`config.mk`:
```
export PLATFORM = sky130hd
export DESIGN_NAME = phong_diffuse_pixel_shader_top
export DESIGN_NICKNAME = d
export VERILOG_FILES = /design/src/design/pds_pkg.sv /design/src/design/phong_diffuse_pixel_shader_top.sv /design/src/design/pds_ctrl.sv /design/src/design/pds_datapath.sv
export VERILOG_INCLUDE_DIRS = /design/src /design/src/design
export SDC_FILE = /design/constraint.sdc
export NUM_CORES = 2
export LEC_CHECK = 0
export BUFFER_PORTS_ARGS = -buffer_cell sky130_fd_sc_hd__buf_2
export CAP_MARGIN = 20
export CORE_MARGIN = 10
export CORE_UTILIZATION = 57
export CTS_CLUSTER_SIZE = 10
export DETAILED_ROUTE_END_ITERATION = 6
export HOLD_SLACK_MARGIN = 0.05
export PLACE_DENSITY = 0.81
export RECOVER_POWER = 100
export SYNTH_ARGS = -nofsm -noshare
export SYNTH_HDL_FRONTEND = slang
export SYNTH_SLANG_ARGS = --single-unit
```
`constraint.sdc`:
```
create_clock -name clock -period 10.7 [get_ports clock]
set_input_delay 2.14 -clock clock [delete_from_list [all_inputs] [get_ports clock]]
set_output_delay 2.14 -clock clock [all_outputs]
set_load 0.1 [all_outputs]
```
`src/design/assert_macros.svh`:
```
// Assertion helpers for the shader block.
`ifndef ASSERT_MACROS_SVH
`define ASSERT_MACROS_SVH

// Same-cycle implication.
`define PDS_ASSERT_IMPLY(label, clk, rst, ante, cons) \
   label: assert property (@(posedge clk) disable iff (rst) (ante) |-> (cons)) \
      else $error("assertion failed");

// Next-cycle implication.
`define PDS_ASSERT_NEXT(label, clk, rst, ante, cons) \
   label: assert property (@(posedge clk) disable iff (rst) (ante) |=> (cons)) \
      else $error("assertion failed");

`endif

```
`src/design/pds_pkg.sv`:
```
package pds_pkg;

   localparam logic [1:0] CMD_LOAD   = 2'd0;
   localparam logic [1:0] CMD_PIXEL  = 2'd1;
   localparam logic [1:0] CMD_TEXEL  = 2'd2;
   localparam logic [1:0] CMD_UNUSED = 2'd3;

   localparam logic [1:0] KIND_REQ     = 2'd0;
   localparam logic [1:0] KIND_COLOR   = 2'd1;
   localparam logic [1:0] KIND_DISCARD = 2'd2;

   localparam logic [1:0] REG_LIGHT_X = 2'd0;
   localparam logic [1:0] REG_LIGHT_Y = 2'd1;
   localparam logic [1:0] REG_LIGHT_Z = 2'd2;

   localparam logic [2:0] ELEM_U  = 3'd0;
   localparam logic [2:0] ELEM_V  = 3'd1;
   localparam logic [2:0] ELEM_NX = 3'd2;
   localparam logic [2:0] ELEM_NY = 3'd3;
   localparam logic [2:0] ELEM_NZ = 3'd4;

   localparam logic [1:0]  VTX_LAST   = 2'd2;
   localparam logic [4:0]  SQRT_LAST  = 5'd27;
   localparam logic [4:0]  DIV_LAST   = 5'd14;
   localparam logic [14:0] ONE_Q14    = 15'd16384;
   localparam logic [8:0]  COLOR_BIAS = 9'd5;
   localparam logic [8:0]  COLOR_MAX  = 9'd255;
   localparam logic signed [15:0] LIGHT_Z_RESET = -16'sd16384;

   typedef struct packed {
      logic [1:0]         cmd;
      logic [1:0]         vertex_index;
      logic [15:0]        vert_u;
      logic [15:0]        vert_v;
      logic signed [15:0] normal_x;
      logic signed [15:0] normal_y;
      logic signed [15:0] normal_z;
      logic [15:0]        weight_0;
      logic [15:0]        weight_1;
      logic [15:0]        weight_2;
      logic [23:0]        texel_rgb;
   } req_payload_type;

   typedef struct packed {
      logic [1:0]  kind;
      logic [11:0] tex_u;
      logic [11:0] tex_v;
      logic [7:0]  red;
      logic [7:0]  green;
      logic [7:0]  blue;
   } rsp_payload_type;

   typedef enum logic [3:0] {
      ST_IDLE,
      ST_INTERP,
      ST_SQUARE,
      ST_DOT,
      ST_SQRT,
      ST_DIV_INIT,
      ST_DIV,
      ST_FINISH,
      ST_REQ_OUT,
      ST_SHADE,
      ST_COLOR_OUT
   } ctrl_state_type;

   typedef enum logic [3:0] {
      DP_NOP,
      DP_LOAD,
      DP_PIXEL,
      DP_TEXEL,
      DP_INTERP,
      DP_SQUARE,
      DP_DOT,
      DP_SQRT,
      DP_DIV_INIT,
      DP_DIV,
      DP_FINISH,
      DP_SHADE,
      DP_EMIT_REQ,
      DP_EMIT_COLOR
   } dp_op_type;

   typedef struct packed {
      dp_op_type  op;
      logic [2:0] elem;
      logic [4:0] cnt;
   } dp_cmd_type;

   typedef struct packed {
      logic pending_valid;
      logic inten_zero;
   } dp_status_type;

endpackage

```
`src/design/phong_diffuse_pixel_shader_top.sv`:
```
// Channel   Ports                          Carries
// req       req_valid/req_ready/req_payload  load, pixel or texel item
// rsp       rsp_valid/rsp_ready/rsp_payload  texture request, color or discard
// csr       psel/penable/pwrite/paddr/...    light vector, Q1.14
//
// Texel item: a shade step per channel on one shared multiplier, then
// output; dropped with no pending pixel. Pixel item: 15 interpolation MACs,
// 6 MACs for |n|^2 and n.L, 28 rsqrt digit steps, divider init, a divider
// step per quotient bit, finish and output. Reset is synchronous and clears
// control and pending state. A held result stalls output until rsp_ready.
`include "assert_macros.svh"

module phong_diffuse_pixel_shader_top #(
   parameter int TEX_COORD_BITS = 12
) (
   input  logic                     clock,
   input  logic                     reset,
   input  logic                     req_valid,
   output logic                     req_ready,
   input  pds_pkg::req_payload_type req_payload,
   output logic                     rsp_valid,
   input  logic                     rsp_ready,
   output pds_pkg::rsp_payload_type rsp_payload,
   input  logic                     psel,
   input  logic                     penable,
   input  logic                     pwrite,
   input  logic [3:0]               paddr,
   input  logic [31:0]              pwdata,
   output logic [31:0]              prdata,
   output logic                     pready
);

   logic signed [15:0] light_x_ff, light_x_in;
   logic signed [15:0] light_y_ff, light_y_in;
   logic signed [15:0] light_z_ff, light_z_in;
   logic               csr_we;
   logic [1:0]         csr_index;
   pds_pkg::dp_cmd_type    dp_cmd;
   pds_pkg::dp_status_type dp_status;

   assign pready    = 1'b1;
   assign csr_we    = psel && penable && pwrite;
   assign csr_index = paddr[3:2];

   always_comb begin
      light_x_in = light_x_ff;
      light_y_in = light_y_ff;
      light_z_in = light_z_ff;
      if (csr_we) begin
         case (csr_index)
            pds_pkg::REG_LIGHT_X: light_x_in = pwdata[15:0];
            pds_pkg::REG_LIGHT_Y: light_y_in = pwdata[15:0];
            pds_pkg::REG_LIGHT_Z: light_z_in = pwdata[15:0];
            default:              light_x_in = light_x_ff;
         endcase
      end
      case (csr_index)
         pds_pkg::REG_LIGHT_X: prdata = {16'b0, light_x_ff};
         pds_pkg::REG_LIGHT_Y: prdata = {16'b0, light_y_ff};
         pds_pkg::REG_LIGHT_Z: prdata = {16'b0, light_z_ff};
         default:              prdata = '0;
      endcase
   end

   always_ff @(posedge clock) begin
      if (reset) begin
         light_x_ff <= '0;
         light_y_ff <= '0;
         light_z_ff <= pds_pkg::LIGHT_Z_RESET;
      end else begin
         light_x_ff <= light_x_in;
         light_y_ff <= light_y_in;
         light_z_ff <= light_z_in;
      end
   end

   pds_ctrl u_ctrl (
      .clock     (clock),
      .reset     (reset),
      .req_valid (req_valid),
      .req_cmd   (req_payload.cmd),
      .req_ready (req_ready),
      .rsp_ready (rsp_ready),
      .rsp_valid (rsp_valid),
      .status    (dp_status),
      .dp_cmd    (dp_cmd)
   );

   pds_datapath #(
      .TEX_COORD_BITS (TEX_COORD_BITS)
   ) u_datapath (
      .clock       (clock),
      .reset       (reset),
      .cmd         (dp_cmd),
      .req_payload (req_payload),
      .light_x     (light_x_ff),
      .light_y     (light_y_ff),
      .light_z     (light_z_ff),
      .status      (dp_status),
      .rsp_payload (rsp_payload)
   );

   `PDS_ASSERT_IMPLY(a_kind_legal, clock, reset, rsp_valid, (rsp_payload.kind == pds_pkg::KIND_REQ) || (rsp_payload.kind == pds_pkg::KIND_COLOR) || (rsp_payload.kind == pds_pkg::KIND_DISCARD))
   `PDS_ASSERT_IMPLY(a_discard_blank, clock, reset, rsp_valid && (rsp_payload.kind == pds_pkg::KIND_DISCARD), (rsp_payload.red == 8'd0) && (rsp_payload.green == 8'd0) && (rsp_payload.blue == 8'd0) && (rsp_payload.tex_u == 12'd0))
   `PDS_ASSERT_IMPLY(a_color_biased, clock, reset, rsp_valid && (rsp_payload.kind == pds_pkg::KIND_COLOR), (rsp_payload.red >= 8'd5) && (rsp_payload.green >= 8'd5) && (rsp_payload.blue >= 8'd5))
   `PDS_ASSERT_NEXT(a_pixel_busy, clock, reset, req_valid && req_ready && (req_payload.cmd == pds_pkg::CMD_PIXEL), !req_ready)

endmodule

```
`src/design/pds_ctrl.sv`:
```
module pds_ctrl (
   input  logic                   clock,
   input  logic                   reset,
   input  logic                   req_valid,
   input  logic [1:0]             req_cmd,
   output logic                   req_ready,
   input  logic                   rsp_ready,
   output logic                   rsp_valid,
   input  pds_pkg::dp_status_type status,
   output pds_pkg::dp_cmd_type    dp_cmd
);

   pds_pkg::ctrl_state_type state_ff, state_in;
   logic [4:0] cnt_ff, cnt_in;
   logic [2:0] elem_ff, elem_in;
   logic       rsp_valid_ff, rsp_valid_in;
   logic       out_free;
   logic       emit;

   assign out_free  = !rsp_valid_ff || rsp_ready;
   assign rsp_valid = rsp_valid_ff;

   always_comb begin
      state_in = state_ff;
      cnt_in   = cnt_ff;
      elem_in  = elem_ff;
      case (state_ff)
         pds_pkg::ST_IDLE: begin
            cnt_in  = '0;
            elem_in = pds_pkg::ELEM_U;
            if (req_valid) begin
               case (req_cmd)
                  pds_pkg::CMD_PIXEL: state_in = pds_pkg::ST_INTERP;
                  pds_pkg::CMD_TEXEL: begin
                     if (status.pending_valid) begin
                        state_in = status.inten_zero ? pds_pkg::ST_COLOR_OUT
                                                     : pds_pkg::ST_SHADE;
                     end
                  end
                  default: state_in = pds_pkg::ST_IDLE;
               endcase
            end
         end
         pds_pkg::ST_INTERP: begin
            if (cnt_ff[1:0] == pds_pkg::VTX_LAST) begin
               cnt_in = '0;
               if (elem_ff == pds_pkg::ELEM_NZ) begin
                  state_in = pds_pkg::ST_SQUARE;
               end else begin
                  elem_in = elem_ff + 3'd1;
               end
            end else begin
               cnt_in = cnt_ff + 5'd1;
            end
         end
         pds_pkg::ST_SQUARE: begin
            if (cnt_ff[1:0] == pds_pkg::VTX_LAST) begin
               cnt_in   = '0;
               state_in = pds_pkg::ST_DOT;
            end else begin
               cnt_in = cnt_ff + 5'd1;
            end
         end
         pds_pkg::ST_DOT: begin
            if (cnt_ff[1:0] == pds_pkg::VTX_LAST) begin
               cnt_in   = '0;
               state_in = pds_pkg::ST_SQRT;
            end else begin
               cnt_in = cnt_ff + 5'd1;
            end
         end
         pds_pkg::ST_SQRT: begin
            if (cnt_ff == pds_pkg::SQRT_LAST) begin
               cnt_in   = '0;
               state_in = pds_pkg::ST_DIV_INIT;
            end else begin
               cnt_in = cnt_ff + 5'd1;
            end
         end
         pds_pkg::ST_DIV_INIT: state_in = pds_pkg::ST_DIV;
         pds_pkg::ST_DIV: begin
            if (cnt_ff == pds_pkg::DIV_LAST) begin
               cnt_in   = '0;
               state_in = pds_pkg::ST_FINISH;
            end else begin
               cnt_in = cnt_ff + 5'd1;
            end
         end
         pds_pkg::ST_FINISH: state_in = pds_pkg::ST_REQ_OUT;
         pds_pkg::ST_REQ_OUT: begin
            if (out_free) state_in = pds_pkg::ST_IDLE;
         end
         pds_pkg::ST_SHADE: begin
            if (cnt_ff[1:0] == pds_pkg::VTX_LAST) begin
               cnt_in   = '0;
               state_in = pds_pkg::ST_COLOR_OUT;
            end else begin
               cnt_in = cnt_ff + 5'd1;
            end
         end
         pds_pkg::ST_COLOR_OUT: begin
            if (out_free) state_in = pds_pkg::ST_IDLE;
         end
         default: state_in = pds_pkg::ST_IDLE;
      endcase
   end

   always_comb begin
      req_ready   = 1'b0;
      dp_cmd.op   = pds_pkg::DP_NOP;
      dp_cmd.elem = elem_ff;
      dp_cmd.cnt  = cnt_ff;
      case (state_ff)
         pds_pkg::ST_IDLE: begin
            req_ready = 1'b1;
            if (req_valid) begin
               case (req_cmd)
                  pds_pkg::CMD_LOAD:  dp_cmd.op = pds_pkg::DP_LOAD;
                  pds_pkg::CMD_PIXEL: dp_cmd.op = pds_pkg::DP_PIXEL;
                  pds_pkg::CMD_TEXEL: begin
                     if (status.pending_valid) dp_cmd.op = pds_pkg::DP_TEXEL;
                  end
                  default: dp_cmd.op = pds_pkg::DP_NOP;
               endcase
            end
         end
         pds_pkg::ST_INTERP:   dp_cmd.op = pds_pkg::DP_INTERP;
         pds_pkg::ST_SQUARE:   dp_cmd.op = pds_pkg::DP_SQUARE;
         pds_pkg::ST_DOT:      dp_cmd.op = pds_pkg::DP_DOT;
         pds_pkg::ST_SQRT:     dp_cmd.op = pds_pkg::DP_SQRT;
         pds_pkg::ST_DIV_INIT: dp_cmd.op = pds_pkg::DP_DIV_INIT;
         pds_pkg::ST_DIV:      dp_cmd.op = pds_pkg::DP_DIV;
         pds_pkg::ST_FINISH:   dp_cmd.op = pds_pkg::DP_FINISH;
         pds_pkg::ST_SHADE:    dp_cmd.op = pds_pkg::DP_SHADE;
         pds_pkg::ST_REQ_OUT: begin
            if (out_free) dp_cmd.op = pds_pkg::DP_EMIT_REQ;
         end
         pds_pkg::ST_COLOR_OUT: begin
            if (out_free) dp_cmd.op = pds_pkg::DP_EMIT_COLOR;
         end
         default: dp_cmd.op = pds_pkg::DP_NOP;
      endcase
   end

   assign emit = (dp_cmd.op == pds_pkg::DP_EMIT_REQ) || (dp_cmd.op == pds_pkg::DP_EMIT_COLOR);

   always_comb begin
      if (emit) begin
         rsp_valid_in = 1'b1;
      end else if (rsp_ready) begin
         rsp_valid_in = 1'b0;
      end else begin
         rsp_valid_in = rsp_valid_ff;
      end
   end

   always_ff @(posedge clock) begin
      if (reset) begin
         state_ff     <= pds_pkg::ST_IDLE;
         cnt_ff       <= '0;
         elem_ff      <= pds_pkg::ELEM_U;
         rsp_valid_ff <= 1'b0;
      end else begin
         state_ff     <= state_in;
         cnt_ff       <= cnt_in;
         elem_ff      <= elem_in;
         rsp_valid_ff <= rsp_valid_in;
      end
   end

endmodule

```
`src/design/pds_datapath.sv`:
```
module pds_datapath #(
   parameter int TEX_COORD_BITS = 12
) (
   input  logic                     clock,
   input  logic                     reset,
   input  pds_pkg::dp_cmd_type      cmd,
   input  pds_pkg::req_payload_type req_payload,
   input  logic signed [15:0]       light_x,
   input  logic signed [15:0]       light_y,
   input  logic signed [15:0]       light_z,
   output pds_pkg::dp_status_type   status,
   output pds_pkg::rsp_payload_type rsp_payload
);

   localparam logic [16:0] TC_LIMIT = 17'((1 << TEX_COORD_BITS) - 1);

   logic [15:0]        u_store_ff[3],  u_store_in[3];
   logic [15:0]        v_store_ff[3],  v_store_in[3];
   logic signed [15:0] nx_store_ff[3], nx_store_in[3];
   logic signed [15:0] ny_store_ff[3], ny_store_in[3];
   logic signed [15:0] nz_store_ff[3], nz_store_in[3];
   logic [15:0]        w_ff[3], w_in[3];
   logic [23:0]        texel_ff, texel_in;
   logic signed [39:0] acc_ff, acc_in;
   logic [TEX_COORD_BITS-1:0] tu_ff, tu_in, tv_ff, tv_in;
   logic signed [17:0] n_ff[3], n_in[3];
   logic [35:0]        sq_ff, sq_in;
   logic signed [35:0] d_ff, d_in;
   logic [56:0]        x_ff, x_in, res_ff, res_in, bit_ff, bit_in;
   logic [45:0]        rem_ff, rem_in, dv_ff, dv_in;
   logic [14:0]        q_ff, q_in;
   logic               sat_ff, sat_in, zero_ff, zero_in;
   logic [14:0]        inten_ff, inten_in;
   logic               pending_ff, pending_in;
   logic [7:0]         color_ff[3], color_in[3];
   pds_pkg::rsp_payload_type rsp_ff, rsp_in;

   logic [1:0]         idx;
   logic signed [18:0] mul_a;
   logic signed [17:0] mul_b;
   logic signed [36:0] prod;
   logic signed [39:0] acc_sum;
   logic [16:0]        tc_sh, tc_sat;
   logic signed [15:0] light_sel;
   logic [7:0]         chan;
   logic [8:0]         cv;
   logic [56:0]        sq_t;
   logic [28:0]        s_root;
   logic [35:0]        neg_d;
   logic [45:0]        num;
   logic [15:0]        tu_w, tv_w;

   assign idx = cmd.cnt[1:0];

   always_comb begin
      case (idx)
         2'd0:    light_sel = light_x;
         2'd1:    light_sel = light_y;
         default: light_sel = light_z;
      endcase
      case (idx)
         2'd0:    chan = texel_ff[23:16];
         2'd1:    chan = texel_ff[15:8];
         default: chan = texel_ff[7:0];
      endcase
   end

   always_comb begin
      mul_a = '0;
      mul_b = '0;
      case (cmd.op)
         pds_pkg::DP_INTERP: begin
            mul_b = signed'({2'b00, w_ff[idx]});
            case (cmd.elem)
               pds_pkg::ELEM_U:  mul_a = signed'({3'b000, u_store_ff[idx]});
               pds_pkg::ELEM_V:  mul_a = signed'({3'b000, v_store_ff[idx]});
               pds_pkg::ELEM_NX: mul_a = 19'(nx_store_ff[idx]);
               pds_pkg::ELEM_NY: mul_a = 19'(ny_store_ff[idx]);
               default:          mul_a = 19'(nz_store_ff[idx]);
            endcase
         end
         pds_pkg::DP_SQUARE: begin
            mul_a = 19'(n_ff[idx]);
            mul_b = n_ff[idx];
         end
         pds_pkg::DP_DOT: begin
            mul_a = 19'(n_ff[idx]);
            mul_b = 18'(light_sel);
         end
         pds_pkg::DP_SHADE: begin
            mul_a = signed'({11'b0, chan});
            mul_b = signed'({3'b000, inten_ff});
         end
         default: begin
            mul_a = '0;
            mul_b = '0;
         end
      endcase
   end

   assign prod    = 37'(mul_a) * 37'(mul_b);
   assign acc_sum = ((idx == 2'd0) ? 40'sd0 : acc_ff) + 40'(prod);
   assign tc_sh   = {2'b00, acc_sum[33:19]};
   assign tc_sat  = (tc_sh > TC_LIMIT) ? TC_LIMIT : tc_sh;
   assign sq_t    = res_ff + bit_ff;
   assign s_root  = res_ff[28:0];
   assign neg_d   = 36'(-d_ff);
   assign num     = {neg_d, 10'b0};
   assign cv      = {1'b0, prod[21:14]} + pds_pkg::COLOR_BIAS;
   assign tu_w    = 16'(tu_ff);
   assign tv_w    = 16'(tv_ff);

   always_comb begin
      u_store_in  = u_store_ff;
      v_store_in  = v_store_ff;
      nx_store_in = nx_store_ff;
      ny_store_in = ny_store_ff;
      nz_store_in = nz_store_ff;
      w_in        = w_ff;
      texel_in    = texel_ff;
      acc_in      = acc_ff;
      tu_in       = tu_ff;
      tv_in       = tv_ff;
      n_in        = n_ff;
      sq_in       = sq_ff;
      d_in        = d_ff;
      x_in        = x_ff;
      res_in      = res_ff;
      bit_in      = bit_ff;
      rem_in      = rem_ff;
      dv_in       = dv_ff;
      q_in        = q_ff;
      sat_in      = sat_ff;
      zero_in     = zero_ff;
      inten_in    = inten_ff;
      pending_in  = pending_ff;
      color_in    = color_ff;
      rsp_in      = rsp_ff;
      case (cmd.op)
         pds_pkg::DP_LOAD: begin
            if (req_payload.vertex_index != 2'd3) begin
               u_store_in[req_payload.vertex_index]  = req_payload.vert_u;
               v_store_in[req_payload.vertex_index]  = req_payload.vert_v;
               nx_store_in[req_payload.vertex_index] = req_payload.normal_x;
               ny_store_in[req_payload.vertex_index] = req_payload.normal_y;
               nz_store_in[req_payload.vertex_index] = req_payload.normal_z;
            end
         end
         pds_pkg::DP_PIXEL: begin
            w_in[0] = req_payload.weight_0;
            w_in[1] = req_payload.weight_1;
            w_in[2] = req_payload.weight_2;
         end
         pds_pkg::DP_TEXEL: begin
            texel_in   = req_payload.texel_rgb;
            pending_in = 1'b0;
         end
         pds_pkg::DP_INTERP: begin
            acc_in = acc_sum;
            if (idx == pds_pkg::VTX_LAST) begin
               case (cmd.elem)
                  pds_pkg::ELEM_U:  tu_in   = tc_sat[TEX_COORD_BITS-1:0];
                  pds_pkg::ELEM_V:  tv_in   = tc_sat[TEX_COORD_BITS-1:0];
                  pds_pkg::ELEM_NX: n_in[0] = acc_sum[32:15];
                  pds_pkg::ELEM_NY: n_in[1] = acc_sum[32:15];
                  default:          n_in[2] = acc_sum[32:15];
               endcase
            end
         end
         pds_pkg::DP_SQUARE: begin
            acc_in = acc_sum;
            if (idx == pds_pkg::VTX_LAST) sq_in = acc_sum[35:0];
         end
         pds_pkg::DP_DOT: begin
            acc_in = acc_sum;
            if (idx == pds_pkg::VTX_LAST) begin
               d_in   = acc_sum[35:0];
               x_in   = {1'b0, sq_ff, 20'b0};
               res_in = '0;
               bit_in = 57'(1) << 54;
            end
         end
         pds_pkg::DP_SQRT: begin
            if (x_ff >= sq_t) begin
               x_in   = x_ff - sq_t;
               res_in = (res_ff >> 1) + bit_ff;
            end else begin
               res_in = res_ff >> 1;
            end
            bit_in = bit_ff >> 2;
         end
         pds_pkg::DP_DIV_INIT: begin
            zero_in = !d_ff[35] || (s_root == '0);
            rem_in  = num;
            dv_in   = {3'b000, s_root, 14'b0};
            sat_in  = num >= {2'b00, s_root, 15'b0};
            q_in    = '0;
         end
         pds_pkg::DP_DIV: begin
            if (rem_ff >= dv_ff) begin
               rem_in = rem_ff - dv_ff;
               q_in   = {q_ff[13:0], 1'b1};
            end else begin
               q_in   = {q_ff[13:0], 1'b0};
            end
            dv_in = dv_ff >> 1;
         end
         pds_pkg::DP_FINISH: begin
            if (zero_ff) begin
               inten_in = '0;
            end else if (sat_ff || (q_ff > pds_pkg::ONE_Q14)) begin
               inten_in = pds_pkg::ONE_Q14;
            end else begin
               inten_in = q_ff;
            end
            pending_in = 1'b1;
         end
         pds_pkg::DP_SHADE: begin
            color_in[idx] = (cv > pds_pkg::COLOR_MAX) ? 8'hFF : cv[7:0];
         end
         pds_pkg::DP_EMIT_REQ: begin
            rsp_in.kind  = pds_pkg::KIND_REQ;
            rsp_in.tex_u = tu_w[11:0];
            rsp_in.tex_v = tv_w[11:0];
            rsp_in.red   = '0;
            rsp_in.green = '0;
            rsp_in.blue  = '0;
         end
         pds_pkg::DP_EMIT_COLOR: begin
            rsp_in.tex_u = '0;
            rsp_in.tex_v = '0;
            if (inten_ff == '0) begin
               rsp_in.kind  = pds_pkg::KIND_DISCARD;
               rsp_in.red   = '0;
               rsp_in.green = '0;
               rsp_in.blue  = '0;
            end else begin
               rsp_in.kind  = pds_pkg::KIND_COLOR;
               rsp_in.red   = color_ff[0];
               rsp_in.green = color_ff[1];
               rsp_in.blue  = color_ff[2];
            end
         end
         default: begin
            acc_in = acc_ff;
         end
      endcase
   end

   always_ff @(posedge clock) begin
      if (reset) begin
         pending_ff <= 1'b0;
         inten_ff   <= '0;
      end else begin
         pending_ff <= pending_in;
         inten_ff   <= inten_in;
      end
   end

   always_ff @(posedge clock) begin
      u_store_ff  <= u_store_in;
      v_store_ff  <= v_store_in;
      nx_store_ff <= nx_store_in;
      ny_store_ff <= ny_store_in;
      nz_store_ff <= nz_store_in;
      w_ff        <= w_in;
      texel_ff    <= texel_in;
      acc_ff      <= acc_in;
      tu_ff       <= tu_in;
      tv_ff       <= tv_in;
      n_ff        <= n_in;
      sq_ff       <= sq_in;
      d_ff        <= d_in;
      x_ff        <= x_in;
      res_ff      <= res_in;
      bit_ff      <= bit_in;
      rem_ff      <= rem_in;
      dv_ff       <= dv_in;
      q_ff        <= q_in;
      sat_ff      <= sat_in;
      zero_ff     <= zero_in;
      color_ff    <= color_in;
      rsp_ff      <= rsp_in;
   end

   assign status.pending_valid = pending_ff;
   assign status.inten_zero    = (inten_ff == '0);
   assign rsp_payload          = rsp_ff;

endmodule

```
==> flow_metrics.tcl <==
set metrics [dict create \
    hold_class "register to register" \
    p_leak_nw 25.7 \
    cap_violations 14 \
    clock_latency_ns 0.75 \
    synth-main-ff-cell "edfxtp_1" \
    detail-route-antenna-nets 0 \
    die_h_um 341 \
    start_kind "register" \
    finalSetupViolCount 0 \
    initial_core_util_pct 57.6 \
    hpwl_mm 121 \
    crit_fanout 12 \
    gp_congestion 0.975 \
    slew_headroom_pct -152 \
    tritoncts "built" \
    vias_per_cell 6.10 \
    synthTopCellsByCount "edfxtp_1, nand2_1, inv_1, nor2_1, a21oi_1" \
    clock-sinks 897 \
    synth_area_um2 58900 \
    skew_ns 0.0966 \
    critPathArrivalTime_ns 10.72 \
    drive_above_1_share_pct 8.91 \
    numCtsBuffers 104 \
    ys_seq_elements 897 \
    fin_crit_sh_pct 96.6 \
    crit_slowest_cell "fa_1" \
    yosysSeqAreaShare_pct 44.4 \
    violations "capacitance limit, slew limit" \
    routedWlPerCell_um 22.3 \
    antenna_found_initial 12 \
    grt_max_degree 91 \
    power.total_mw 7.88 \
    grt_pass1_wl_mm 253 \
    ys_types 88 \
    synth-edff-count 820 \
    slowest_delay_ns 0.58 \
    cts.reportedPaths.clkPinSlew_ns 0.06 \
    r2r_cells 42 \
    slew_viol_final 740 \
    holdPathStages 1 \
    drt_iter0_drc 5327 \
    die-area_um2 117000 \
    root_buffer "clkbuf_16" \
    synth_cells 5617 \
    cp.required_ns 11.08 \
    crit_type "register to register" \
    grt.overflow.total 0 \
    portBuffers 248 \
    met1_usage_pct 34.7 \
    fin_ws_ns 0.362 \
    finalHoldViolCount 0 \
    vdd_drop_max_uv 142 \
    drt-total-wl_mm 165 \
    dr.pass1.iters 7 \
    synth_area_leaders "edfxtp_1, fa_1, ha_1" \
    dp_slack_ns 0.0615 \
    fp.coreArea_um2 102000 \
    fin_nets 6811 \
    post-route-min-period_ns 10.34 \
    hold_buffers 0 \
    route.detailed.drc 0 \
    cts.path.max_buffers 3 \
    max_clock_freq_mhz 96.7 \
    via_count 45156 \
    layout-area-overhead-vs-synth_pct 11.8 \
    async_reset_ff_share_pct 0 \
    synth_largest_area_cell "edfxtp_1" \
    worst_pin_slew_ns 3.77 \
    grt_pass1_vias 44701 \
    grtUsageMet3_pct 5.49 \
    p_per_area_nw_per_um2 120 \
    endpoint_kind "register" \
    synthDominantCellAreaShare_pct 41.8 \
    fp-row-count 117 \
    grt_usage_pct 27.6 \
    fill_cells 7921 \
    outcome "finished, violations left" \
    htree_num_levels 3 \
    yosysWarnings 0 \
    gr-max-usage-layer "met2" \
    yosysMostFrequentCell "edfxtp_1" \
    ioPinCount 284 \
    groute.layer.met2.usage_pct 44.9 \
    fp.dieW_um 341 \
    synth_area_per_cell_um2 10.5 \
]
[cells in the final DEF, fill, tap and decap left out, types with 28 or more instances in the layout]
cell type and n:
or3_1 33, buf_4 166, and2_1 53, a221o_1 28, o21ai_0 293, a21o_1 111
dfxtp_1 73, nand2b_1 38, ha_1 329, inv_1 555, nor2b_1 78, nor4_1 28
nand3_1 51, fa_1 332, buf_2 105, o21a_1 34, clkbuf_16 106, and3_1 71
o21bai_1 34, a211oi_1 38, xnor2_1 175, a221oi_1 42, nor2_1 386, edfxtp_1 820
a31oi_1 67, nor3_1 68, xor2_1 119, a21oi_1 341, a22oi_1 63, mux2i_1 69
clkbuf_1 215, nand4_1 55, nand2_1 666
[layer usage]
metal  vias to the layer above  routed length, um  part of all wire [%]
li1                      20407                  -                     -
met1                     21796              61800                    37
met2                      2471              77800                    47
met3                       476              15900                   9.6
met4                         6               9540                   5.8
met5                         -                 40                 0.024
[state kept, by name (all words and copies together), names as in the netlist, 24 cells and up]
register,cells
u_datapath.dv_ff,43
u_datapath.ny_store_ff,48
u_datapath.acc_ff,36
u_datapath.n_ff,54
u_datapath.w_ff,48
u_datapath.d_ff,36
u_datapath.bit_ff,28
u_datapath.res_ff,57
u_datapath.texel_ff,24
u_datapath.rem_ff,46
u_datapath.color_ff,24
u_datapath.rsp_payload,50
u_datapath.v_store_ff,48
u_datapath.x_ff,57
u_datapath.nz_store_ff,48
u_datapath.nx_store_ff,48
u_datapath.u_store_ff,48
u_datapath.sq_ff,36
[kinds of logic after synthesis]
group / count (synthesis) / share of synthesized area (%)
AOI/OAI and AO/OA: 1252 / 13.5
xor gates and xnor gates: 295 / 4.39
adders and majority gates: 664 / 18.3
buffers and inverters: 805 / 5.26
DFF: 897 / 44.4
muxes: 77 / 1.33
other: 2 / 0.0128
and+or+nand+nor: 1625 / 12.7
[stage by stage]
| step | std cells | cell area [um2] | hold slack (ns) | TNS [ns] | utilization (%) |
|---|---|---|---|---|---|
| floorplan | 5632 | 58900 | 0.449 | -34.22 | - |
| global placement | 7196 | 62600 | 0.456 | 0 | 61.3 |
| detailed placement | 7196 | 62600 | 0.462 | 0 | 61.3 |
| CTS | 7373 | 65700 | 0.465 | 0 | 64.3 |
| global route | 7395 | 65800 | 0.488 | -0.0880 | 64.4 |
| finish | 7398 | 65800 | 0.466 | 0 | 64.4 |
[worst max-delay path, delay by kind of cell (launching register included)]
family	cells	cell delay, ns
AOI/OAI and AO/OA	17	3.07
xor gates and xnor gates	1	0.15
adders and majority gates	9	3.97
buffers and inverters	9	1.00
DFF	1	0.34
and+or+nand+nor	6	1.43
[report_power, final]
group / leakage [nW] / switching (mW) / internal, mW / total [mW]
Sequential: 8.27 / 0.0134 / 3.88 / 3.89
Combinational: 16.0 / 0.507 / 0.202 / 0.709
Clock: 1.47 / 1.45 / 1.83 / 3.28
[area by class of cell]
cell class              instances  area (um2)  area share (%)
diodes                         11        27.5          0.0418
flip-flops and latches        897       26200            39.8
repair buffers                449        2680            4.07
well taps                    1368        1710            2.60
clock inverters                17         249           0.378
clock buffers                 160        2840            4.32
multi-input cells            3930       30000            45.6
inverters                     566        2140            3.25
[final timing paths]
check                                    startpoint                         end  slack (ns)
worst max-delay path              u_ctrl.elem_ff[1]         u_datapath.tu_ff[2]        0.36
worst min-delay path            u_datapath.tu_ff[2]  u_datapath.rsp_payload[38]        0.47
worst max register to register    u_ctrl.elem_ff[1]         u_datapath.tu_ff[2]        0.36
worst min register to register  u_datapath.tu_ff[2]  u_datapath.rsp_payload[38]        0.47
[timing repair]
| action | in CTS | in global routing |
|---|---|---|
| buffers inserted | 0 | 11 |
| pin swaps | 0 | 4 |
| gates cloned | 0 | 2 |
| endpoints found under the setup margin | 14 | 49 |
| resized for setup | 1 | 60 |
No activity file was read; power rests on OpenSTA's default activity.
